==> config.mk <==
export PLATFORM = sky130hd
export DESIGN_NAME = ps2_mouse_packet_tracker_unit
export DESIGN_NICKNAME = d
export VERILOG_FILES = /design/src/sv/ps2mpt_pkg.sv /design/src/sv/ps2_mouse_packet_tracker_unit.sv /design/src/sv/ps2mpt_tracker.sv
export SDC_FILE = /design/constraint.sdc
export NUM_CORES = 1
export LEC_CHECK = 0
export BUFFER_PORTS_ARGS = -buffer_cell sky130_fd_sc_hd__buf_4
export CORE_MARGIN = 2
export CORE_UTILIZATION = 59
export CTS_CLUSTER_SIZE = 14
export DETAILED_ROUTE_END_ITERATION = 8
export PLACE_DENSITY = 0.77
export SLEW_MARGIN = 20
export SYNTH_ARGS = -nofsm -noshare
export SYNTH_HDL_FRONTEND = slang
export SYNTH_SLANG_ARGS = --single-unit
==> constraint.sdc <==
create_clock -name clk -period 5.3 [get_ports clk]
set_input_delay 1.06 -clock clk [delete_from_list [all_inputs] [get_ports clk]]
set_output_delay 1.06 -clock clk [all_outputs]
set_load 0.02 [all_outputs]
==> src/sv/ps2mpt_pkg.sv <==
// Shared types and constants for the PS/2 mouse packet tracker.
package ps2mpt_pkg;

    localparam int unsigned POS_W     = 12;
    localparam int unsigned BYTE_W    = 8;
    localparam int unsigned CFG_IDX_W = 1;

    // Configuration register indexes.
    localparam logic [CFG_IDX_W-1:0] REG_MAX_X = 1'b0;
    localparam logic [CFG_IDX_W-1:0] REG_MAX_Y = 1'b1;

    localparam logic [POS_W-1:0] MAX_X_RESET = 12'd1024;
    localparam logic [POS_W-1:0] MAX_Y_RESET = 12'd768;

    // Status and header bit positions.
    localparam int unsigned STATUS_READY_BIT = 0;
    localparam int unsigned STATUS_AUX_BIT   = 5;
    localparam int unsigned HDR_X_SIGN_BIT   = 4;
    localparam int unsigned HDR_Y_SIGN_BIT   = 5;
    localparam int unsigned HDR_X_OVF_BIT    = 6;
    localparam int unsigned HDR_Y_OVF_BIT    = 7;

    // Position of the next byte within a packet.
    localparam logic [1:0] IDX_HEADER = 2'd0;
    localparam logic [1:0] IDX_X_MOVE = 2'd1;
    localparam logic [1:0] IDX_Y_MOVE = 2'd2;

    typedef struct packed {
        logic [BYTE_W-1:0] status_byte;
        logic [BYTE_W-1:0] data_byte;
    } in_word_t;

    typedef struct packed {
        logic [POS_W-1:0] pointer_x;
        logic [POS_W-1:0] pointer_y;
    } out_word_t;

endpackage

==> src/sv/ps2_mouse_packet_tracker_unit.sv <==
// Top level of the PS/2 mouse packet tracker: input register, tracker, result register.
//
// Usage:
//   Input channel (in_valid, in_stall, in_word) carries one controller status
//   byte with its data byte per word. Words whose status lacks data ready or
//   auxiliary source are dropped. Every third accepted mouse byte completes a
//   packet; packets without overflow move the pointer and give one output word.
//   Output channel (out_valid, out_stall, out_word) carries the clamped
//   pointer_x and pointer_y.
//   Configuration (cfg_valid, cfg_ready, cfg_index, cfg_data) writes max_x
//   (index 0) and max_y (index 1); cfg_ready is always high.
// Timing:
//   One word per cycle is accepted while in_stall is low. An accepted word
//   waits in the input register, where the position add and clamp run, and its
//   result then waits in the result register until it is taken.
// Reset:
//   Clears both pipeline registers, the packet index and the pointer position;
//   max_x returns to 1024 and max_y to 768.
// Stall:
//   While a result waits under out_stall, words that produce no result still
//   pass; a word that would produce one waits in the input register and
//   in_stall rises.
module ps2_mouse_packet_tracker_unit (
    input  logic                              clk,
    input  logic                              rst_n,
    input  logic                              in_valid,
    output logic                              in_stall,
    input  ps2mpt_pkg::in_word_t              in_word,
    output logic                              out_valid,
    input  logic                              out_stall,
    output ps2mpt_pkg::out_word_t             out_word,
    input  logic                              cfg_valid,
    output logic                              cfg_ready,
    input  logic [ps2mpt_pkg::CFG_IDX_W-1:0]  cfg_index,
    input  logic [ps2mpt_pkg::POS_W-1:0]      cfg_data
);

    logic                          in_valid_reg;
    ps2mpt_pkg::in_word_t          in_word_reg;
    logic                          out_valid_reg;
    logic                          out_valid_next;
    ps2mpt_pkg::out_word_t         out_word_reg;
    logic [ps2mpt_pkg::POS_W-1:0]  max_x_reg;
    logic [ps2mpt_pkg::POS_W-1:0]  max_y_reg;

    logic                          produce;
    ps2mpt_pkg::out_word_t         result;
    logic                          out_free;
    logic                          advance;
    logic                          in_take;

    // The result slot is free when empty or being taken this cycle.
    assign out_free = ~out_valid_reg | ~out_stall;
    // The registered word moves on unless it needs the result slot and that is busy.
    assign advance  = in_valid_reg & (~produce | out_free);
    assign in_stall = in_valid_reg & ~advance;
    assign in_take  = in_valid & ~in_stall;

    assign cfg_ready = 1'b1;
    assign out_valid = out_valid_reg;
    assign out_word  = out_word_reg;

    ps2mpt_tracker u_tracker (
        .clk        (clk),
        .rst_n      (rst_n),
        .item_valid (in_valid_reg),
        .item       (in_word_reg),
        .advance    (advance),
        .max_x      (max_x_reg),
        .max_y      (max_y_reg),
        .produce    (produce),
        .result     (result)
    );

    // Input register.
    always_ff @(posedge clk or negedge rst_n)
    begin
        if (!rst_n)
        begin
            in_valid_reg <= 1'b0;
        end
        else if (in_take)
        begin
            in_valid_reg <= 1'b1;
        end
        else if (advance)
        begin
            in_valid_reg <= 1'b0;
        end
    end

    always_ff @(posedge clk)
    begin
        if (in_take)
        begin
            in_word_reg <= in_word;
        end
    end

    // Result register.
    always_comb
    begin
        out_valid_next = out_valid_reg & out_stall;
        if (advance && produce)
        begin
            out_valid_next = 1'b1;
        end
    end

    always_ff @(posedge clk or negedge rst_n)
    begin
        if (!rst_n)
        begin
            out_valid_reg <= 1'b0;
        end
        else
        begin
            out_valid_reg <= out_valid_next;
        end
    end

    always_ff @(posedge clk)
    begin
        if (advance && produce)
        begin
            out_word_reg <= result;
        end
    end

    // Configuration registers.
    always_ff @(posedge clk or negedge rst_n)
    begin
        if (!rst_n)
        begin
            max_x_reg <= ps2mpt_pkg::MAX_X_RESET;
            max_y_reg <= ps2mpt_pkg::MAX_Y_RESET;
        end
        else if (cfg_valid && cfg_ready)
        begin
            case (cfg_index)
                ps2mpt_pkg::REG_MAX_X: max_x_reg <= cfg_data;
                ps2mpt_pkg::REG_MAX_Y: max_y_reg <= cfg_data;
                default:               max_x_reg <= max_x_reg;
            endcase
        end
    end

`ifndef NO_ASSERTIONS
    // A waiting result is never overwritten by a new one.
    a_no_overwrite: assert property (@(posedge clk) disable iff (!rst_n)
        (out_valid_reg && out_stall) |-> !(advance && produce))
        else $error("result register overwritten while stalled");

    // A word that needs the busy result slot holds the input side.
    a_hold_input: assert property (@(posedge clk) disable iff (!rst_n)
        (in_valid_reg && produce && out_valid_reg && out_stall) |=> in_valid_reg)
        else $error("pending word lost while output stalled");

    // A word leaving the input register without a new one empties it.
    a_drain: assert property (@(posedge clk) disable iff (!rst_n)
        (advance && !in_take) |=> !in_valid_reg)
        else $error("input register not emptied after advance");
`endif

endmodule

==> src/sv/ps2mpt_tracker.sv <==
// Packet assembly and pointer position update for one registered byte.
module ps2mpt_tracker (
    input  logic                          clk,
    input  logic                          rst_n,
    input  logic                          item_valid,
    input  ps2mpt_pkg::in_word_t          item,
    input  logic                          advance,
    input  logic [ps2mpt_pkg::POS_W-1:0]  max_x,
    input  logic [ps2mpt_pkg::POS_W-1:0]  max_y,
    output logic                          produce,
    output ps2mpt_pkg::out_word_t         result
);

    logic [1:0]                        byte_idx_reg;
    logic [1:0]                        byte_idx_next;
    logic [ps2mpt_pkg::BYTE_W-1:0]     header_reg;
    logic [ps2mpt_pkg::BYTE_W-1:0]     header_next;
    logic [ps2mpt_pkg::BYTE_W-1:0]     x_move_reg;
    logic [ps2mpt_pkg::BYTE_W-1:0]     x_move_next;
    logic [ps2mpt_pkg::POS_W-1:0]      pos_x_reg;
    logic [ps2mpt_pkg::POS_W-1:0]      pos_x_next;
    logic [ps2mpt_pkg::POS_W-1:0]      pos_y_reg;
    logic [ps2mpt_pkg::POS_W-1:0]      pos_y_next;

    logic                              byte_ok;
    logic                              last_byte;
    logic                              overflow;
    logic signed [ps2mpt_pkg::POS_W+1:0] move_x;
    logic signed [ps2mpt_pkg::POS_W+1:0] move_y;
    logic signed [ps2mpt_pkg::POS_W+1:0] sum_x;
    logic signed [ps2mpt_pkg::POS_W+1:0] sum_y;
    logic [ps2mpt_pkg::POS_W-1:0]      clamp_x;
    logic [ps2mpt_pkg::POS_W-1:0]      clamp_y;

    // A byte counts only when the controller marks it ready and from the mouse.
    assign byte_ok = item_valid
                   & item.status_byte[ps2mpt_pkg::STATUS_READY_BIT]
                   & item.status_byte[ps2mpt_pkg::STATUS_AUX_BIT];
    // An index of 3 cannot arise; it is treated like the last byte.
    assign last_byte = byte_idx_reg[1];
    assign overflow  = header_reg[ps2mpt_pkg::HDR_X_OVF_BIT]
                     | header_reg[ps2mpt_pkg::HDR_Y_OVF_BIT];
    assign produce   = byte_ok & last_byte & ~overflow;

    // Nine-bit movement values sign-extended from the header sign bits.
    assign move_x = {{6{header_reg[ps2mpt_pkg::HDR_X_SIGN_BIT]}}, x_move_reg};
    assign move_y = {{6{header_reg[ps2mpt_pkg::HDR_Y_SIGN_BIT]}}, item.data_byte};
    assign sum_x  = $signed({2'b00, pos_x_reg}) + move_x;
    assign sum_y  = $signed({2'b00, pos_y_reg}) - move_y;

    // Clamp each coordinate to zero and the configured maximum.
    always_comb
    begin
        if (sum_x < 0)
        begin
            clamp_x = '0;
        end
        else if (sum_x > $signed({2'b00, max_x}))
        begin
            clamp_x = max_x;
        end
        else
        begin
            clamp_x = sum_x[ps2mpt_pkg::POS_W-1:0];
        end

        if (sum_y < 0)
        begin
            clamp_y = '0;
        end
        else if (sum_y > $signed({2'b00, max_y}))
        begin
            clamp_y = max_y;
        end
        else
        begin
            clamp_y = sum_y[ps2mpt_pkg::POS_W-1:0];
        end
    end

    assign result.pointer_x = clamp_x;
    assign result.pointer_y = clamp_y;

    // Next-state logic for packet gathering and the kept position.
    always_comb
    begin
        byte_idx_next = byte_idx_reg;
        header_next   = header_reg;
        x_move_next   = x_move_reg;
        pos_x_next    = pos_x_reg;
        pos_y_next    = pos_y_reg;
        if (advance && byte_ok)
        begin
            case (byte_idx_reg)
                ps2mpt_pkg::IDX_HEADER:
                begin
                    header_next   = item.data_byte;
                    byte_idx_next = ps2mpt_pkg::IDX_X_MOVE;
                end
                ps2mpt_pkg::IDX_X_MOVE:
                begin
                    x_move_next   = item.data_byte;
                    byte_idx_next = ps2mpt_pkg::IDX_Y_MOVE;
                end
                default:
                begin
                    byte_idx_next = ps2mpt_pkg::IDX_HEADER;
                    if (!overflow)
                    begin
                        pos_x_next = clamp_x;
                        pos_y_next = clamp_y;
                    end
                end
            endcase
        end
    end

    // State registers.
    always_ff @(posedge clk or negedge rst_n)
    begin
        if (!rst_n)
        begin
            byte_idx_reg <= ps2mpt_pkg::IDX_HEADER;
            header_reg   <= '0;
            x_move_reg   <= '0;
            pos_x_reg    <= '0;
            pos_y_reg    <= '0;
        end
        else
        begin
            byte_idx_reg <= byte_idx_next;
            header_reg   <= header_next;
            x_move_reg   <= x_move_next;
            pos_x_reg    <= pos_x_next;
            pos_y_reg    <= pos_y_next;
        end
    end

`ifndef NO_ASSERTIONS
    // The packet index never reaches the unused code.
    a_idx_range: assert property (@(posedge clk) disable iff (!rst_n)
        byte_idx_reg != 2'd3)
        else $error("packet byte index reached 3");

    // A position is only emitted on the last byte of a packet.
    a_produce_last: assert property (@(posedge clk) disable iff (!rst_n)
        produce |-> (byte_idx_reg == ps2mpt_pkg::IDX_Y_MOVE))
        else $error("result produced outside the last packet byte");

    // An updated position never exceeds the maximum in force at the update.
    a_pos_clamped: assert property (@(posedge clk) disable iff (!rst_n)
        (advance && produce) |=> (pos_x_reg <= $past(max_x)) && (pos_y_reg <= $past(max_y)))
        else $error("position update exceeds configured maximum");

    // A rejected byte leaves the packet state alone.
    a_reject_hold: assert property (@(posedge clk) disable iff (!rst_n)
        (advance && !byte_ok) |=> $stable(byte_idx_reg) && $stable(pos_x_reg)
                                  && $stable(pos_y_reg))
        else $error("rejected byte changed tracker state");
`endif

endmodule
Word level (Yosys, flattened, before mapping):

Index checks and enable logic that the tools add are counted.
Widths: inputs -> output; s select.

* output and inout port bits: 27
* input bits: 34
* register bits after elaboration: 106
* word-level logic and storage cells: 57

* mux-type cells: 8
* magnitude comparators: 4
* add/subtract/negate cells: 2
* equal/unequal tests: 1
* reduce and logical (&&, ||, !) cells: 10
* bitwise logic cells: 19

Operators by type and width (count)
* $mux 12: 4
* $gt 14x13->1: 2
* $lt 14x1->1 const B: 2
* $add 13x9->14: 1
* $sub 13x9->14: 1
* $and 1x1->1: 8
* $not 1->1: 8
* $reduce_and 2->1: 4
* $pmux 2 s2: 1
* $mux 1: 3
* $or 1x1->1: 3
* $reduce_and 3->1: 1
* $eq 2x1->1 const B: 1
* $logic_and 1x1->1: 2
* $logic_not 2->1: 1
* $reduce_bool 2->1: 1
* $reduce_or 2->1: 1

Longest topological paths before layout:

Gate-level depths: netlist of run 1.

* word-level depth: 12
* depth in mapped cells: 19
* mapped depth without buffers: 17

Cells and area by module:

From an unflattened synthesis of run 1, not the netlist that was laid out.

* cell total of the unflattened synthesis: 513
* area, all modules: 5830.6 µm²

By module, submodules not included
* ps2mpt_tracker: cells each 407, seq. area each 950.9 µm², area each 3562.2 µm², instances 1
* ps2_mouse_packet_tracker_unit: cells each 106, seq. area each 1855.5 µm², area each 2268.4 µm², instances 1

Worst setup path before layout of run 1:

Ideal clock, no wire load.

* path type: flip-flop to flip-flop
* start point: reg u_tracker.pos_x_reg[0] (netlist name)
* end point: reg u_tracker.pos_x_reg[1] (netlist name)
* buffers on the path: 1
* period minus slack after synthesis: 3.771 ns
* required time: 5.173 ns
* setup time: 0.127 ns
* arrival: 3.643 ns
* setup slack: 1.529 ns
* cell stages (with the launch flop): 19
* path through: dfrtp_1 -> ha_1 -> inv_1 -> fa_1 -> nor2b_1 -> o31a_1 -> o21ai_0 -> o21ai_0 -> xor2_1 -> ha_1 -> a21oi_1 -> nand2_1 -> a211oi_1 -> a21oi_1 -> o211ai_1 -> o211ai_1 -> buf_4 -> a22o_4 -> mux2_1

RTL lines
* from (decl): RTL line ps2mpt_tracker.sv:20 `logic [ps2mpt_pkg::POS_W-1:0] pos_x_reg;`
* from (signal assigned): RTL line ps2mpt_tracker.sv:134 `pos_x_reg <= pos_x_next;`

==> impl_metrics.toml, run 1 <==
[run_status]
outcome = "completed"

[power]
peakVddDrop_v = 0.000346
p_seq_share_pct = 29.0
power_leakage_nw = 2.96
power_frac_comb_pct = 59.0
power_density_nw_per_um2 = 611
swShare_pct = 44.5
p_clk_share_pct = 12.1
internal-power_mw = 2.18
p_total_mw = 3.92
p_switching_mw = 1.75

[synth]
ys_seq_elements = 98
synth-edff-count = 34
async_reset_ff_share_pct = 65.3
synth_area_leaders = "dfrtp_1 27%, edfxtp_1 18%, ha_1 11%"
synth_nets = 610
syn_area_um2 = 5720
ys_seq_area_share_pct = 45.9
synth_top_area_share_pct = 26.7
synthCells = 524
yosysWarnings = 0
avgSynthCellArea_um2 = 10.9
ys_types = 62
synth_ff_type = "dfrtp_1"
synth_top_cell_by_area = "dfrtp_1"

[routing]
dr.pass1.iters = 4
drc = 0
ant_nets = 0
drt_wl_total_mm = 12.3
via_per_inst = 5.97
vias = 4247
drt-wirelength-per-cell_um = 17.4
drtIter0Drc = 301

[die]
die_y_um = 102
row_count = 35
start_util_pct = 61.3
io_pins = 61
core_area_um2 = 9330
dieArea_um2 = 10500
die_w_um = 102

[setup_path]
crit_path_top_delay_cell = "fa_1"
cp-end-kind = "flop"
required_ns = 5.60
cp-endpoint = "u_tracker.pos_x_reg[0]$_DFFE_PN0P_"
crit_family = "compound AO/OA/AOI/OAI gates"
cp.arrival_ns = 4.84
path_depth = 18
r2r_slack_ns = 0.76
worstPathCellList = "ha_1 -> inv_1 -> fa_1 -> nor2b_1 -> o31a_1 -> o21ai_0 -> o21ai_0 -> xor2_1 -> ha_1 -> nand4_1 -> nor4_1 -> o41ai_1 -> a21oi_1 -> o211ai_1 -> o211ai_1 -> buf_4 -> a22o_1 -> mux2_2"
worstSetupStartpoint = "u_tracker.x_move_reg[0]$_DFFE_PN0P_"
critPathKind = "reg2reg"
r2r-end = "u_tracker.pos_x_reg[0]$_DFFE_PN0P_"
r2r_start = "u_tracker.x_move_reg[0]$_DFFE_PN0P_"
critPathBufInv = 2
cp-start-kind = "flop"
r2r_cells = 18
crit_fanout = 12
cp_slowest_stage_delay_ns = 0.40

[timing]
max_freq_ghz = 0.220
fin_skew_ns = 0.0210
drv_slew = 0
slew_headroom_pct = 35.7
hold_violations = 0
tns_ns = 0
setup_viol = 0
worst_slew_pin_slew_ns = 0.964
grt_setup_unrepaired = "no"
fin_ws_ns = 0.761
timing.hold.ws_ns = 0.510
finalCritPeriodShare_pct = 85.6
finalCriticalPeriod_ns = 4.54

[clock_tree]
ctsHoldBuffers = 0
cts_tree = "yes"
cts_setup_buffers = 0
clock_latency_ns = 0.38
ctsLongestPathBuffers = 2
cts_resized = 0
cts_made_buffers = 9
cts.clk_slew.worst_paths_ns = 0.10
htreeDepth = 3
clock-sinks = 98
cts_root_buf = "clkbuf_8"

[final_layout]
nets = 663
largest_register_ffs = 24
drive_gt1_share_pct = 19.8
design_area_um2 = 6420
final_util_pct = 68.8
final_cells = 711
area_growth_pct = 12.2
n_antenna_cell = 0

[global_routing]
grt_remaining_overflow = 0
antenna_found_initial = 0
grt_max_degree = 65
grt_pass1_wl_mm = 20.1
groute.usage.overall_pct = 24.7
first_global_vias = 4154

[placement]
dp_hpwl_mm = 8.93
place_inst = 695
place_area_um2 = 6230
port_buffers = 53
pre_cts_slack_ns = 0.870
gp_congestion = 0.884

[min_path]
min_path_type = "reg2reg"

[run]
cap_violations = 0
-- routing by layer --
layer,global-route usage [%],share of wire (%)
met1,35.6,47
met2,39.3,45
met3,3.97,6.1
met4,6.46,1.5
met5,0,0
-- cell usage after synthesis, types with 3 or more instances --
master and count:
a211oi_1 6, a21o_1 8, a21oi_1 18, a22o_1 13
a22o_4 10, a31o_1 11, a31oi_1 3, and2_1 3
buf_2 3, buf_4 3, clkbuf_1 8, dfrtp_1 61
dfstp_2 3, edfxtp_1 34, ha_1 50, inv_1 46
mux2_1 10, mux2_2 19, nand2_1 47, nand2b_1 3
nand3_1 14, nand4_1 3, nor2_1 23, nor2b_1 7
nor3_1 5, nor4_1 4, o211ai_1 4, o21a_1 8
o21ai_0 33, o21ai_1 9, o21bai_1 5, o41ai_1 3
xnor2_1 9, xor2_1 7
-- power groups by stage --
stage	combinational [mW]	sequential [mW]	clock (mW)
CTS	2.28	1.13	0.470
finish	2.31	1.14	0.474
global route	2.55	1.15	0.501
detailed placement	2.27	1.15	0
floorplan	1.79	1.11	0
global placement	2.19	1.14	0
-- cells by family after synthesis --
| group | count (synthesis) | synth area share (%) |
|---|---|---|
| and+or+nand+nor | 118 | 9.78 |
| xor gates and xnor gates | 16 | 2.45 |
| adders and majority gates | 52 | 11.6 |
| buffers and inverters | 63 | 4.59 |
| DFF | 98 | 45.9 |
| other | 1 | 0.0656 |
| muxes | 31 | 6.12 |
| AOI/OAI and AO/OA | 145 | 19.4 |
-- layout by cell type, fill, tap and decap left out, types with 9 or more instances in the layout --
cell type and n:
mux2_2 19, inv_1 46, edfxtp_1 34, a31o_1 11
dfrtp_1 61, a21oi_1 18, a22o_1 13, buf_4 58
nand2_1 47, clkbuf_8 10, xnor2_1 9, ha_1 50
a22o_4 10, nand3_1 14, nor2_1 23, o21ai_1 9
o21ai_0 33, mux2_1 10
-- how the worst min path moves through the flow --
stage / cells after the start / end / slack (ns) / startpoint
final: 1 / u_tracker.header_reg[7]$_DFFE_PN0P_ / 0.51 / u_tracker.header_reg[7]$_DFFE_PN0P_
after global routing: 1 / u_tracker.pos_x_reg[3]$_DFFE_PN0P_ / 0.53 / u_tracker.pos_x_reg[3]$_DFFE_PN0P_
after CTS: 1 / u_tracker.pos_x_reg[7]$_DFFE_PN0P_ / 0.51 / u_tracker.pos_x_reg[7]$_DFFE_PN0P_
after detailed placement: 1 / u_tracker.pos_x_reg[7]$_DFFE_PN0P_ / 0.49 / u_tracker.pos_x_reg[7]$_DFFE_PN0P_
after global placement: 1 / u_tracker.pos_x_reg[2]$_DFFE_PN0P_ / 0.48 / u_tracker.pos_x_reg[2]$_DFFE_PN0P_
after floorplan: 2 / u_tracker.header_reg[5]$_DFFE_PN0P_ / 0.45 / in_word_reg[5]$_DFFE_PP_
-- final cells by class --
type | count | area [um^2]
Fill cell | 684 | 2910
Multi-Input combinational cell | 363 | 2830
Sequential cell | 98 | 2630
Timing Repair Buffer | 58 | 435
Inverter | 47 | 178
Tap cell | 129 | 161
Clock buffer | 10 | 138
Clock inverter | 6 | 47.5
Note: power is estimated with default switching activity, not from simulation.
==> inputs of run 2 (changes only) <==
Settings changed: MAX_ROUTING_LAYER from default to met4.
==> impl_metrics.toml, run 2 (synthesized netlist as in run 1, its figures left out) <==
[routing]
drt-wirelength-per-cell_um = 17.4
drt_wl_total_mm = 12.4
dr.pass1.iters = 7
drtIter0Drc = 237
ant_nets = 0
via_per_inst = 5.87
vias = 4181
drc = 0

[final_layout]
n_antenna_cell = 0
nets = 664
layout_commonest_cell = "dfrtp_1"
final-seq-area_um2 = 2630
largest_register_ffs = 24
multi_input_area_um2 = 2830
final_util_pct = 69.1
drive_gt1_share_pct = 20.1
fillerInstances = 711
layout_common_cells = "61 x dfrtp_1, 59 x buf_4, 50 x ha_1"
area_growth_pct = 12.7

[clock_tree]
ctsLongestPathBuffers = 2
cts_setup_buffers = 0
cts_made_buffers = 9
clock-sinks = 98
htreeDepth = 3
clock_latency_ns = 0.37
cts.clk_slew.worst_paths_ns = 0.10
ctsHoldBuffers = 0
cts_resized = 0
cts_tree = "yes"
cts_root_buf = "clkbuf_8"

[power]
power_density_nw_per_um2 = 618
p_clk_share_pct = 12.7
p_seq_share_pct = 28.5
peakVddDrop_v = 0.000292
p_switching_mw = 1.76
power_frac_comb_pct = 58.8
power_leakage_nw = 2.98
swShare_pct = 44.3
internal-power_mw = 2.22

[timing]
hold_violations = 0
finalCritPeriodShare_pct = 86.0
grt_setup_unrepaired = "no"
tns_ns = 0
slew_headroom_pct = 44.7
worst_slew_pin_slew_ns = 0.830
max_freq_ghz = 0.219
finalCriticalPeriod_ns = 4.56
fin_skew_ns = 0.0116
fin_ws_ns = 0.742
setup_viol = 0
drv_slew = 0

[die]
row_count = 35
die_y_um = 102
io_pins = 61
start_util_pct = 61.3
die_w_um = 102
dieArea_um2 = 10500
core_area_um2 = 9330

[placement]
gp_congestion = 0.908
port_buffers = 53
pre_cts_slack_ns = 0.881
dp_hpwl_mm = 9.22

[setup_path]
required_ns = 5.61
cp_slowest_stage_delay_ns = 0.39
crit_path_top_delay_cell = "fa_1"
r2r_cells = 18
cp.arrival_ns = 4.87
critPathKind = "reg2reg"
cp-start-kind = "flop"
crit_fanout = 12
worstPathCellList = "ha_1 -> inv_1 -> fa_1 -> nor2b_1 -> o31a_1 -> o21ai_0 -> o21ai_0 -> xor2_1 -> ha_1 -> nand4_1 -> nor4_1 -> o41ai_1 -> a21oi_1 -> o211ai_1 -> o211ai_1 -> buf_4 -> a22o_1 -> mux2_2"
cp-end-kind = "flop"

[min_path]
min_path_type = "reg2reg"
hold_depth = 1

[global_routing]
first_global_vias = 4112
grt_remaining_overflow = 0
antenna_found_initial = 0
grt_pass1_wl_mm = 20.1
grt_max_degree = 65
groute.usage.overall_pct = 25.8

[run]
cap_violations = 0

[run_status]
outcome = "completed"
run 2: routing by layer:
layer / wire (um) / GRT usage, % / up-vias
met2: 5900 / 41.2 / 134
met4: 155 / 7.08 / 0
li1: - / - / 2007
met1: 5600 / 34.2 / 2025
met3: 719 / 4.38 / 15
met5: 0 / - / -
run 2: final cells by class:
class,instances,area share [%]
clock buffer,9,1.92
timing repair buffer,59,6.87
inverter,47,2.74
clock inverter,7,1.30
tap,129,2.50
sequential,98,40.7
multi-input combinational,363,43.9
run 2: worst paths after layout:
check,from,end,slack [ns]
min in group asynchronous,rst_n,max_x_reg[6]$_DFFE_PN0P_,0.79
worst min-delay path,u_tracker.header_reg[6]$_DFFE_PN0P_,u_tracker.header_reg[6]$_DFFE_PN0P_,0.51
worst max register to register,u_tracker.x_move_reg[0]$_DFFE_PN0P_,u_tracker.pos_x_reg[0]$_DFFE_PN0P_,0.74
max in group asynchronous,rst_n,max_y_reg[0]$_DFFE_PN0P_,3.98
worst max-delay path,u_tracker.x_move_reg[0]$_DFFE_PN0P_,u_tracker.pos_x_reg[0]$_DFFE_PN0P_,0.74
worst min register to register,u_tracker.header_reg[6]$_DFFE_PN0P_,u_tracker.header_reg[6]$_DFFE_PN0P_,0.51
run 2: per-stage QoR:
step	total power [mW]	hold slack, ns	cells	area, um^2
global placement	3.34	0.482	696	6240
global route	4.27	0.529	712	6450
detailed placement	3.44	0.491	696	6240
floorplan	2.90	0.452	524	5720
finish	3.98	0.509	712	6450
CTS	3.95	0.515	712	6450
run 2: power by group through the flow:
| stage | Clock (mW) | Combinational (mW) | Sequential (mW) |
|---|---|---|---|
| floorplan | 0 | 1.79 | 1.11 |
| global placement | 0 | 2.20 | 1.14 |
| detailed placement | 0 | 2.29 | 1.15 |
| CTS | 0.514 | 2.31 | 1.13 |
| global route | 0.545 | 2.57 | 1.15 |
| finish | 0.505 | 2.34 | 1.13 |
run 2: worst max-delay path, delay by kind of cell (launching register included):
kind	cells	cell delay (ns)
xor+xnor	1	0.14
simple gates	3	0.76
fa+ha+maj	3	0.94
buf+inv	2	0.35
mux	1	0.16
flops	1	0.37
compound gates	8	1.75
==> inputs of run 3 (changes only) <==
Settings changed: CAP_MARGIN from default to 20, RECOVER_POWER from default to 25.
==> impl_metrics.toml, run 3 (synthesized netlist as in run 1, its figures left out) <==
[run_status]
outcome = "finished, violations left"
violations = "capacitance limit, slew limit"

[setup_path]
worstPathCellList = "ha_1 -> inv_1 -> fa_1 -> nor2b_1 -> o31a_1 -> o21ai_0 -> o21ai_0 -> xor2_1 -> ha_1 -> nand4_1 -> nor4_1 -> o41ai_1 -> a21oi_1 -> o211ai_1 -> o211ai_1 -> buf_4 -> a22o_1 -> mux2_2"
required_ns = 5.61
cp-end-kind = "flop"
cp_slowest_stage_delay_ns = 0.43
crit_family = "compound AO/OA/AOI/OAI gates"
critPathKind = "reg2reg"
r2r_slack_ns = 0.67
crit_path_top_delay_cell = "nor4_1"
cp-start-kind = "flop"
crit_fanout = 12
cp.arrival_ns = 4.94
critPathBufInv = 2

[placement]
dp_hpwl_mm = 9.22
gp_congestion = 0.908
port_buffers = 53

[timing]
timing.hold.ws_ns = 0.508
drv_slew = 65
hold_violations = 0
fin_skew_ns = 0.0116
slew_headroom_pct = -135
finalCriticalPeriod_ns = 4.63
tns_ns = 0
worst_slew_pin_slew_ns = 3.52
grt_setup_unrepaired = "no"
finalCritPeriodShare_pct = 87.4
max_freq_ghz = 0.216
setup_viol = 0

[power]
power_density_nw_per_um2 = 618
peakVddDrop_v = 0.000295
power_leakage_nw = 2.97

[die]
die_w_um = 102
row_count = 35
io_pins = 61
start_util_pct = 61.3
die_y_um = 102
core_area_um2 = 9330
dieArea_um2 = 10500

[final_layout]
drive_gt1_share_pct = 19.7
largest_register_ffs = 24
final_util_pct = 69.0
multi_input_area_um2 = 2830
layout_common_cells = "61 x dfrtp_1, 50 x ha_1, 47 x nand2_1"
layout_commonest_cell = "dfrtp_1"
n_antenna_cell = 0
nets = 664
area_growth_pct = 12.6
fillerInstances = 715
final-seq-area_um2 = 2630

[global_routing]
grt_max_degree = 65
grt_remaining_overflow = 0
groute.usage.overall_pct = 25.8
grt_pass1_wl_mm = 20.1
antenna_found_initial = 0
first_global_vias = 4112

[clock_tree]
ctsLongestPathBuffers = 2
cts_root_buf = "clkbuf_8"
clock-sinks = 98
clock_latency_ns = 0.36
cts_setup_buffers = 0
htreeDepth = 3
cts_resized = 0
cts.clk_slew.worst_paths_ns = 0.10
cts_tree = "yes"
ctsHoldBuffers = 0
cts_made_buffers = 9

[routing]
drc = 0
drtIter0Drc = 219
ant_nets = 0
vias = 4183
via_per_inst = 5.88
drt-wirelength-per-cell_um = 17.4
dr.pass1.iters = 4
drt_wl_total_mm = 12.4

[run]
cap_violations = 1

[min_path]
min_path_type = "reg2reg"
## run 3: path summary, 6_finish.rpt
check	start	endpoint	depth (start not counted)
worst max-delay path	u_tracker.x_move_reg[0]$_DFFE_PN0P_	u_tracker.pos_x_reg[0]$_DFFE_PN0P_	18
worst min-delay path	u_tracker.header_reg[6]$_DFFE_PN0P_	u_tracker.header_reg[6]$_DFFE_PN0P_	1
worst max register to register	u_tracker.x_move_reg[0]$_DFFE_PN0P_	u_tracker.pos_x_reg[0]$_DFFE_PN0P_	18
worst min register to register	u_tracker.header_reg[6]$_DFFE_PN0P_	u_tracker.header_reg[6]$_DFFE_PN0P_	1
max in group asynchronous	rst_n	max_y_reg[0]$_DFFE_PN0P_	1
min in group asynchronous	rst_n	max_x_reg[6]$_DFFE_PN0P_	1
## run 3: layout make-up
class / count / share of cell area [%]
Multi-Input combinational cell: 363 / 44.0
Sequential cell: 98 / 40.8
Timing Repair Buffer: 59 / 6.76
Inverter: 47 / 2.74
Tap cell: 129 / 2.51
Clock buffer: 9 / 1.92
Clock inverter: 7 / 1.30
## run 3: worst register-to-register path, delay by kind of cell, from the launching register on
family,cells,cell delay (ns)
buf+inv,2,0.36
fa+ha+maj,3,0.94
compound gates,8,1.79
flops,1,0.37
xor+xnor,1,0.14
simple gates,3,0.80
mux,1,0.17
## run 3: per-layer routing
layer  up-vias  global-route usage [%]  wire length [um]
li1       2005                       -                 -
met1      2034                    34.2              5650
met2       126                    41.2              5930
met3        18                    4.38               625
met4         0                    7.08               176
met5         -                       -                 0
## run 3: power by group
| group | leakage (nW) | switching, mW | internal (mW) |
|---|---|---|---|
| Combinational | 1.74 | 1.35 | 0.986 |
| Sequential | 1.12 | 0.131 | 1.01 |
| Clock | 0.102 | 0.277 | 0.227 |
| Total | 2.97 | 1.76 | 2.22 |
## run 3: metrics by stage
| stage | total power, mW | setup WS, ns | cells | area [um^2] |
|---|---|---|---|---|
| after floorplan | 2.90 | 1.53 | 524 | 5720 |
| after global placement | 3.34 | 1.01 | 696 | 6240 |
| after detailed placement | 3.44 | 0.881 | 696 | 6240 |
| after CTS | 3.95 | 0.815 | 712 | 6450 |
| after global routing | 4.27 | 0.325 | 712 | 6440 |
| final | 3.98 | 0.667 | 712 | 6440 |
